File: config.mk
export PLATFORM = sky130hd
export DESIGN_NAME = ple_ctrl
export DESIGN_NICKNAME = d
export VERILOG_FILES = /design/src/rtl/ple_pkg.sv /design/src/rtl/ple_ctrl.sv
export SDC_FILE = /design/constraint.sdc
export NUM_CORES = 2
export LEC_CHECK = 0
export BUFFER_PORTS_ARGS = -buffer_cell sky130_fd_sc_hd__buf_2
export CAP_MARGIN = 30
export CORE_ASPECT_RATIO = 0.6
export CORE_MARGIN = 2
export CORE_UTILIZATION = 37
export CTS_BUF_LIST = sky130_fd_sc_hd__clkbuf_8 sky130_fd_sc_hd__clkbuf_16
export CTS_CLUSTER_SIZE = 12
export DETAILED_ROUTE_END_ITERATION = 12
export PLACE_DENSITY = 0.56
export RECOVER_POWER = 25
export SLEW_MARGIN = 40
export SYNTH_ARGS = -nofsm -noshare
export SYNTH_HDL_FRONTEND = slang
export SYNTH_SLANG_ARGS = --single-unit
File: constraint.sdc
create_clock -name clk -period 5.35 [get_ports clk]
set_clock_uncertainty 0.05 [all_clocks]
set_input_delay 0.2675 -clock clk [delete_from_list [all_inputs] [get_ports clk]]
set_output_delay 0.2675 -clock clk [all_outputs]
set_load 0.005 [all_outputs]
File: src/rtl/ple_pkg.sv
// ----------------------------------------------------------------------------
// ple_pkg
// Shared types and constants of the positional list engine.
// ----------------------------------------------------------------------------
package ple_pkg;

  localparam int unsigned CAPACITY = 256;
  localparam int unsigned DATA_W   = 32;
  localparam int unsigned SLOT_W   = $clog2(CAPACITY);
  localparam int unsigned LINK_W   = SLOT_W + 1;
  localparam int unsigned CNT_W    = 9;
  localparam int unsigned POS_W    = 9;
  localparam int unsigned REQ_W    = 4;
  localparam int unsigned ST_W     = 2;

  // null link marker: top bit set
  localparam logic [LINK_W-1:0] NIL_LINK = LINK_W'(CAPACITY);

  // request codes
  localparam logic [REQ_W-1:0] REQ_INS_FRONT = 4'd0;
  localparam logic [REQ_W-1:0] REQ_INS_BACK  = 4'd1;
  localparam logic [REQ_W-1:0] REQ_INS_AT    = 4'd2;
  localparam logic [REQ_W-1:0] REQ_REM_FRONT = 4'd3;
  localparam logic [REQ_W-1:0] REQ_REM_BACK  = 4'd4;
  localparam logic [REQ_W-1:0] REQ_REM_AT    = 4'd5;
  localparam logic [REQ_W-1:0] REQ_RD_FRONT  = 4'd6;
  localparam logic [REQ_W-1:0] REQ_RD_BACK   = 4'd7;
  localparam logic [REQ_W-1:0] REQ_RD_AT     = 4'd8;
  localparam logic [REQ_W-1:0] REQ_CLEAR     = 4'd9;

  // status codes
  localparam logic [ST_W-1:0] ST_OK    = 2'd0;
  localparam logic [ST_W-1:0] ST_EMPTY = 2'd1;
  localparam logic [ST_W-1:0] ST_RANGE = 2'd2;
  localparam logic [ST_W-1:0] ST_FULL  = 2'd3;

  typedef enum logic [1:0] {
    OP_INS,
    OP_REM,
    OP_RD
  } op_t;

  typedef enum logic [2:0] {
    S_IDLE,
    S_ALLOC,
    S_SEEK_RD,
    S_STEP,
    S_WR1,
    S_WR2,
    S_RESP
  } state_t;

  // node memory command: one read and one write per array
  typedef struct packed {
    logic              rd_en;
    logic [SLOT_W-1:0] rd_addr;
    logic              dat_we;
    logic [SLOT_W-1:0] dat_addr;
    logic [DATA_W-1:0] dat_val;
    logic              nxt_we;
    logic [SLOT_W-1:0] nxt_addr;
    logic [LINK_W-1:0] nxt_val;
    logic              prv_we;
    logic [SLOT_W-1:0] prv_addr;
    logic [LINK_W-1:0] prv_val;
  } mem_cmd_t;

  typedef struct packed {
    logic [DATA_W-1:0] data;
    logic [LINK_W-1:0] next;
    logic [LINK_W-1:0] prev;
  } node_t;

endpackage

File: src/rtl/ple_ctrl.sv
// ----------------------------------------------------------------------------
// ple_ctrl
// Request sequencer: decode, slot allocation, cursor walk and link updates.
// ----------------------------------------------------------------------------
module ple_ctrl
  import ple_pkg::*;
(
  input  logic              clk,
  input  logic              rst_n,
  input  logic              req_valid,
  output logic              req_stall,
  input  logic [REQ_W-1:0]  req_type,
  input  logic [POS_W-1:0]  req_pos,
  input  logic [DATA_W-1:0] req_data,
  output logic              res_valid,
  input  logic              res_stall,
  output logic [ST_W-1:0]   res_status,
  output logic [DATA_W-1:0] res_data,
  output logic [CNT_W-1:0]  res_count,
  output mem_cmd_t          mem_cmd,
  input  node_t             rd_node
);

  state_t            state_r, state_nxt;
  op_t               op_r, op_nxt;
  logic [POS_W-1:0]  k_r, k_nxt;
  logic [POS_W-1:0]  kins_r, kins_nxt;
  logic [SLOT_W-1:0] slot_r, slot_nxt;
  logic [DATA_W-1:0] data_r, data_nxt;
  logic [CNT_W-1:0]  never_r, never_nxt;
  logic [CNT_W-1:0]  depth_r, depth_nxt;
  logic [LINK_W-1:0] cur_r, cur_nxt;
  logic [POS_W-1:0]  cpos_r, cpos_nxt;
  logic [CNT_W-1:0]  count_r, count_nxt;
  logic [LINK_W-1:0] wnext_r, wnext_nxt;
  logic [LINK_W-1:0] wprev_r, wprev_nxt;
  logic [LINK_W-1:0] a_r, a_nxt;
  logic [LINK_W-1:0] b_r, b_nxt;
  logic [ST_W-1:0]   st_r, st_nxt;
  logic [DATA_W-1:0] rd_r, rd_nxt;

  // free slot stack
  logic [SLOT_W-1:0] fs_mem [CAPACITY];
  logic [SLOT_W-1:0] fs_rd_r;
  logic              fs_we;

  logic              acc;
  logic              dec_resp;
  logic              dec_clear;
  logic [ST_W-1:0]   dec_st;
  op_t               dec_op;
  logic [POS_W-1:0]  dec_k;
  logic              is_full;
  logic              is_empty;
  logic [POS_W-1:0]  cnt_p1;

  assign acc      = req_valid && !req_stall;
  assign req_stall = (state_r != S_IDLE);
  assign is_full  = (count_r >= CNT_W'(CAPACITY));
  assign is_empty = (count_r == '0);
  assign cnt_p1   = POS_W'(count_r) + POS_W'(1);

  // request decode
  always_comb begin
    dec_resp  = 1'b1;
    dec_clear = 1'b0;
    dec_st    = ST_OK;
    dec_op    = OP_RD;
    dec_k     = POS_W'(1);
    unique case (req_type)
      REQ_INS_FRONT, REQ_INS_BACK: begin
        dec_op = OP_INS;
        dec_k  = (req_type == REQ_INS_FRONT) ? POS_W'(1) : cnt_p1;
        if (is_full) begin
          dec_st = ST_FULL;
        end else begin
          dec_resp = 1'b0;
        end
      end
      REQ_INS_AT: begin
        dec_op = OP_INS;
        dec_k  = req_pos;
        priority if (is_empty) begin
          dec_st = ST_EMPTY;
        end else if (req_pos == '0) begin
          dec_st = ST_RANGE;
        end else if (is_full) begin
          dec_st = ST_FULL;
        end else if (req_pos > cnt_p1) begin
          dec_st = ST_RANGE;
        end else begin
          dec_resp = 1'b0;
        end
      end
      REQ_REM_FRONT, REQ_REM_BACK, REQ_REM_AT,
      REQ_RD_FRONT, REQ_RD_BACK, REQ_RD_AT: begin
        dec_op = (req_type <= REQ_REM_AT) ? OP_REM : OP_RD;
        if (req_type == REQ_REM_FRONT || req_type == REQ_RD_FRONT) begin
          dec_k = POS_W'(1);
        end else if (req_type == REQ_REM_BACK || req_type == REQ_RD_BACK) begin
          dec_k = POS_W'(count_r);
        end else begin
          dec_k = req_pos;
        end
        priority if (is_empty) begin
          dec_st = ST_EMPTY;
        end else if (dec_k == '0 || dec_k > POS_W'(count_r)) begin
          dec_st = ST_RANGE;
        end else begin
          dec_resp = 1'b0;
        end
      end
      REQ_CLEAR: begin
        dec_clear = 1'b1;
      end
      default: begin
      end
    endcase
  end

  // next state
  always_comb begin
    state_nxt = state_r;
    unique case (state_r)
      S_IDLE: begin
        if (acc) begin
          priority if (dec_resp) begin
            state_nxt = S_RESP;
          end else if (dec_op == OP_INS) begin
            state_nxt = S_ALLOC;
          end else begin
            state_nxt = S_SEEK_RD;
          end
        end
      end
      S_ALLOC:   state_nxt = is_empty ? S_WR1 : S_SEEK_RD;
      S_SEEK_RD: state_nxt = S_STEP;
      S_STEP: begin
        priority if (cpos_r != k_r) begin
          state_nxt = S_SEEK_RD;
        end else if (op_r == OP_INS) begin
          state_nxt = S_WR1;
        end else begin
          state_nxt = S_RESP;
        end
      end
      S_WR1:  state_nxt = S_WR2;
      S_WR2:  state_nxt = S_RESP;
      S_RESP: state_nxt = res_stall ? S_RESP : S_IDLE;
      default: state_nxt = S_IDLE;
    endcase
  end

  // datapath and memory commands
  always_comb begin
    op_nxt    = op_r;
    k_nxt     = k_r;
    kins_nxt  = kins_r;
    slot_nxt  = slot_r;
    data_nxt  = data_r;
    never_nxt = never_r;
    depth_nxt = depth_r;
    cur_nxt   = cur_r;
    cpos_nxt  = cpos_r;
    count_nxt = count_r;
    wnext_nxt = wnext_r;
    wprev_nxt = wprev_r;
    a_nxt     = a_r;
    b_nxt     = b_r;
    st_nxt    = st_r;
    rd_nxt    = rd_r;
    fs_we     = 1'b0;
    mem_cmd   = '0;
    res_valid = 1'b0;
    unique case (state_r)
      S_IDLE: begin
        if (acc) begin
          op_nxt   = dec_op;
          k_nxt    = dec_k;
          kins_nxt = dec_k;
          data_nxt = req_data;
          st_nxt   = dec_st;
          rd_nxt   = '0;
          if (dec_clear) begin
            never_nxt = '0;
            depth_nxt = '0;
            cur_nxt   = NIL_LINK;
            cpos_nxt  = '0;
            count_nxt = '0;
          end
        end
      end
      S_ALLOC: begin
        // pop a returned slot first, else hand out a fresh one
        if (depth_r != '0) begin
          slot_nxt  = fs_rd_r;
          depth_nxt = depth_r - CNT_W'(1);
        end else begin
          slot_nxt  = never_r[SLOT_W-1:0];
          never_nxt = never_r + CNT_W'(1);
        end
        wnext_nxt = NIL_LINK;
        wprev_nxt = NIL_LINK;
        a_nxt     = NIL_LINK;
        b_nxt     = NIL_LINK;
        k_nxt     = (kins_r <= POS_W'(count_r)) ? kins_r : POS_W'(count_r);
      end
      S_SEEK_RD: begin
        mem_cmd.rd_en   = 1'b1;
        mem_cmd.rd_addr = cur_r[SLOT_W-1:0];
      end
      S_STEP: begin
        priority if (cpos_r < k_r) begin
          cur_nxt  = rd_node.next;
          cpos_nxt = cpos_r + POS_W'(1);
        end else if (cpos_r > k_r) begin
          cur_nxt  = rd_node.prev;
          cpos_nxt = cpos_r - POS_W'(1);
        end else begin
          unique case (op_r)
            OP_INS: begin
              if (kins_r <= POS_W'(count_r)) begin
                wprev_nxt = rd_node.prev;
                wnext_nxt = cur_r;
                a_nxt     = rd_node.prev;
                b_nxt     = cur_r;
              end else begin
                wprev_nxt = cur_r;
                wnext_nxt = NIL_LINK;
                a_nxt     = cur_r;
                b_nxt     = NIL_LINK;
              end
            end
            OP_REM: begin
              // unlink the node and return its slot
              mem_cmd.nxt_we   = !rd_node.prev[LINK_W-1];
              mem_cmd.nxt_addr = rd_node.prev[SLOT_W-1:0];
              mem_cmd.nxt_val  = rd_node.next;
              mem_cmd.prv_we   = !rd_node.next[LINK_W-1];
              mem_cmd.prv_addr = rd_node.next[SLOT_W-1:0];
              mem_cmd.prv_val  = rd_node.prev;
              fs_we            = 1'b1;
              depth_nxt        = depth_r + CNT_W'(1);
              count_nxt        = count_r - CNT_W'(1);
              rd_nxt           = rd_node.data;
              priority if (!rd_node.next[LINK_W-1]) begin
                cur_nxt = rd_node.next;
              end else if (!rd_node.prev[LINK_W-1]) begin
                cur_nxt  = rd_node.prev;
                cpos_nxt = k_r - POS_W'(1);
              end else begin
                cur_nxt  = NIL_LINK;
                cpos_nxt = '0;
              end
            end
            OP_RD: begin
              rd_nxt = rd_node.data;
            end
            default: begin
            end
          endcase
        end
      end
      S_WR1: begin
        mem_cmd.dat_we   = 1'b1;
        mem_cmd.dat_addr = slot_r;
        mem_cmd.dat_val  = data_r;
        mem_cmd.nxt_we   = 1'b1;
        mem_cmd.nxt_addr = slot_r;
        mem_cmd.nxt_val  = wnext_r;
        mem_cmd.prv_we   = 1'b1;
        mem_cmd.prv_addr = slot_r;
        mem_cmd.prv_val  = wprev_r;
      end
      S_WR2: begin
        // hook neighbors to the new slot
        mem_cmd.nxt_we   = !a_r[LINK_W-1];
        mem_cmd.nxt_addr = a_r[SLOT_W-1:0];
        mem_cmd.nxt_val  = {1'b0, slot_r};
        mem_cmd.prv_we   = !b_r[LINK_W-1];
        mem_cmd.prv_addr = b_r[SLOT_W-1:0];
        mem_cmd.prv_val  = {1'b0, slot_r};
        cur_nxt          = {1'b0, slot_r};
        cpos_nxt         = kins_r;
        count_nxt        = count_r + CNT_W'(1);
      end
      S_RESP: begin
        res_valid = 1'b1;
      end
      default: begin
      end
    endcase
  end

  assign res_status = st_r;
  assign res_data   = rd_r;
  assign res_count  = count_r;

  // free stack memory
  always_ff @(posedge clk) begin
    if (fs_we) begin
      fs_mem[depth_r[SLOT_W-1:0]] <= cur_r[SLOT_W-1:0];
    end
    if (acc) begin
      fs_rd_r <= fs_mem[depth_r[SLOT_W-1:0] - SLOT_W'(1)];
    end
  end

  // control state
  always_ff @(posedge clk) begin
    if (!rst_n) begin
      state_r <= S_IDLE;
      never_r <= '0;
      depth_r <= '0;
      cur_r   <= NIL_LINK;
      cpos_r  <= '0;
      count_r <= '0;
    end else begin
      state_r <= state_nxt;
      never_r <= never_nxt;
      depth_r <= depth_nxt;
      cur_r   <= cur_nxt;
      cpos_r  <= cpos_nxt;
      count_r <= count_nxt;
    end
  end

  // request payload
  always_ff @(posedge clk) begin
    op_r    <= op_nxt;
    k_r     <= k_nxt;
    kins_r  <= kins_nxt;
    slot_r  <= slot_nxt;
    data_r  <= data_nxt;
    wnext_r <= wnext_nxt;
    wprev_r <= wprev_nxt;
    a_r     <= a_nxt;
    b_r     <= b_nxt;
    st_r    <= st_nxt;
    rd_r    <= rd_nxt;
  end

endmodule
==> flow_summary.json <==
{
  "startpoint": "cur_r[4]",
  "grt_pass1_vias": 44640,
  "status": "complete, but fails checks",
  "maxSlewHeadroom_pct": -132.9,
  "gp_congestion": 0.8560,
  "crit_path_top_delay_cell": "clkbuf_2",
  "hp-start": "req_type[0]",
  "seqCellArea_mm2": 0.06605,
  "htree_levels": 4,
  "cts-resized-gates": 0,
  "clockRootBuffer": "clkbuf_16",
  "timing.critical_path.cells": "clkbuf_2 > clkbuf_2",
  "critPathTopFamily": "buffers and inverters",
  "worst_setup_path_start_kind": "flip-flop",
  "cts.sinks": 2215,
  "setup_tns_ns": 0,
  "num_rows": 139,
  "ys_dominant_reg_cell": "edfxtp_1",
  "r2r-start": "cur_r[4]",
  "r2r_slack_ns": 0.63,
  "first_pass_iters": 5,
  "layout_commonest_cell": "edfxtp_1",
  "peakVddDrop_v": 0.0002878,
  "violations": "capacitance limit, slew limit",
  "final_cells": 8024,
  "slew_viol_final": 1142,
  "multi_input_area_mm2": 0.02216,
  "grtUsageTotal_pct": 19.32,
  "grt_max_degree": 181,
  "path_common_cell": "clkbuf_2",
  "required_ns": 5.69,
  "holdWs_ns": 0.07617,
  "fmax_mhz": 212.0,
  "cts_tree": "done",
  "synth-seq-cells": 2215,
  "yosysUniqueCellTypes": 73,
  "worstSetupPathType": "flip-flop to flip-flop",
  "synth.area.top_cells": "edfxtp_1 73%, mux4_2 16%, nor2_1 1.4%",
  "min_period_over_period_pct": 88.15,
  "die_area_mm2": 0.2449,
  "crit_path_end_kind": "flip-flop",
  "syn_area_mm2": 0.08910,
  "layout_common_cells": "2168 x edfxtp_1, 641 x mux4_2, 223 x buf_2",
  "num-nets-final": 4934,
  "io_pins": 230,
  "first_iter_violations": 5995,
  "period_minus_slack_ns": 4.716,
  "synthAdderAreaFrac_pct": 0.7948,
  "coreArea_mm2": 0.2393,
  "synthesis.nets": 4503,
  "dpl.cell_count": 7629,
  "synthMuxAreaShare_pct": 16.55,
  "ys_warn_count": 0,
  "area_delta_synth_final_pct": 14.15,
  "die_x_um": 637.5,
  "synth_edf_count": 2168,
  "die_height_um": 384.1,
  "async_flop_share_pct": 0,
  "wire_per_inst_um": 29.96,
  "netlist.top_cell.by_area": "edfxtp_1",
  "dp_hpwl_mm": 148.6,
  "cts_buffers": 214,
  "slowest_delay_ns": 1.69,
  "yosysSeqAreaShare_pct": 74.12,
  "setup_viol": 0,
  "cp.buffers_inverters": 2,
  "drc": 0,
  "synth-xor-area-share_pct": 0.4128,
  "rsz0062_at_grt": "false",
  "ant_nets": 0,
  "power_density_mw_per_mm2": 386.4,
  "grt_overflow_total": 0,
  "drt-total-wl_mm": 240.4,
  "grt_pass1_wl_mm": 340.1,
  "clk_transition_reported_paths_ns": 0.07,
  "vias_per_cell": 5.703,
  "syn_inst": 4348,
  "cts_buffer_depth": 4,
  "critPathMaxFanout": 100,
  "worstMarginPinSlew_ns": 3.494,
  "drive_gt1_share_pct": 30.05,
  "cellLeakagePower_nw": 31.87,
  "postSynthAreaPerCell_um2": 20.49,
  "final-hold-violation-count": 0,
  "cts_setup_buffers": 0,
  "synth_top_family_by_area": "multiplexers",
  "fill_cells": 20690,
  "start_util_pct": 37.23,
  "critPathArrivalTime_ns": 5.05,
  "routed-via-count": 45760,
  "port_buffers": 229,
  "clock_latency_ns": 0.86,
  "hp-class": "input port to flip-flop",
  "synth_compound_area_share_pct": 2.929,
  "synth_top_area_share_pct": 73.07,
  "max_cap_violations": 14,
  "antenna_found_initial": 15,
  "synthSimpleGateAreaFrac_pct": 3.506
}
-- kinds of logic (layout without fill, tap and decap cells) --
logic type               count (synthesis)  count (layout)
other                                    0               4
adder cells (fa/ha/maj)                 56              56
AND/OR/NAND/NOR                        681             681
multiplexers                           671             671
AO/OA/AOI/OAI                          358             358
XOR/XNOR                                42              42
flip-flops                            2215            2215
buffers and inverters                  325             825
-- synth_stat cells, types with 5 or more instances --
master / count
buf_2: 52
and2_1: 24
nand2_1: 119
a211oi_1: 5
o211a_1: 5
nand4_1: 14
buf_1: 17
a21oi_1: 68
nor4_1: 9
a21o_1: 14
clkbuf_1: 160
mux2i_1: 20
xnor2_1: 25
and3_1: 84
nand3_1: 22
nor2_1: 334
nor2b_1: 19
o22ai_1: 6
a22o_1: 34
a221oi_1: 38
and4_1: 6
o221ai_1: 20
mux4_2: 641
xor2_1: 17
inv_1: 62
a221o_1: 22
o21a_1: 9
ha_1: 55
buf_4: 7
buf_6: 25
o31ai_1: 6
o21ai_0: 48
a31oi_1: 8
a22oi_1: 44
mux2_2: 10
edfxtp_1: 2168
o211ai_1: 6
nor3_1: 24
dfxtp_1: 47
-- power breakdown --
part	switching, mW	internal, mW	leakage (nW)
logic	3.21	1.22	8.45
registers	0.509	20.9	20.4
clock network	6.24	7.24	3.02
-- final timing paths --
check	depth (start not counted)	end
max	2	fs_mem[156][4]
min reg2reg	2	never_r[7]
min	4	res_status[0]
max reg2reg	2	fs_mem[156][4]
-- through the flow --
step	total power, mW	util, %	worst slack, ns	cell area, um2
floorplan	24.03	-	1.010	89100
global placement	25.88	39.46	0.7705	94440
detailed placement	26.01	39.61	0.8377	94780
CTS	39.40	42.45	0.7976	101600
global route	40.62	42.50	0.4019	101700
finish	39.30	42.50	0.6340	101700
-- worst min-delay path, stage by stage --
cell	delay [ns]
buf_2	0.22
o21ai_0	0.13
nand3_1	0.09
a21oi_1	0.07
-- flip-flops by register name, indices dropped and copies added, names as in the netlist --
name and cells:
a_r 9, res_count 9, data_r 32, kins_r 9, k_r 9, res_data 32, fs_rd_r 8, cur_r 9
never_r 8, b_r 9, depth_r 9, res_status 2, slot_r 8, op_r 2, cpos_r 9, state_r 3
fs_mem 2048
-- routing by layer --
| metal | up-vias | track usage [%] | share of wire [%] |
|---|---|---|---|
| met5 | - | 0 | 0 |
| met2 | 2084 | 25.49 | 41 |
| met3 | 265 | 6.347 | 11 |
| met4 | 0 | 3.337 | 1.5 |
| li1 | 18890 | - | - |
| met1 | 24530 | 30.87 | 47 |
-- cell type report --
type | instances | share of cell area [%]
repair buffers | 476 | 3.460
diodes | 4 | 0.009841
clock inverters | 66 | 0.3075
well taps | 3172 | 3.902
flip-flops and latches | 2215 | 64.94
inverters | 64 | 0.2362
clock buffers | 219 | 5.366
multi-input cells | 1808 | 21.78
-- repair_timing --
| item | CTS | global route |
|---|---|---|
| hold buffers | 103 | 0 |
| endpoints found under the setup margin | 0 | 0 |
| endpoints found under the hold margin | 107 | 0 |
Note: power is estimated with default switching activity, not from simulation.
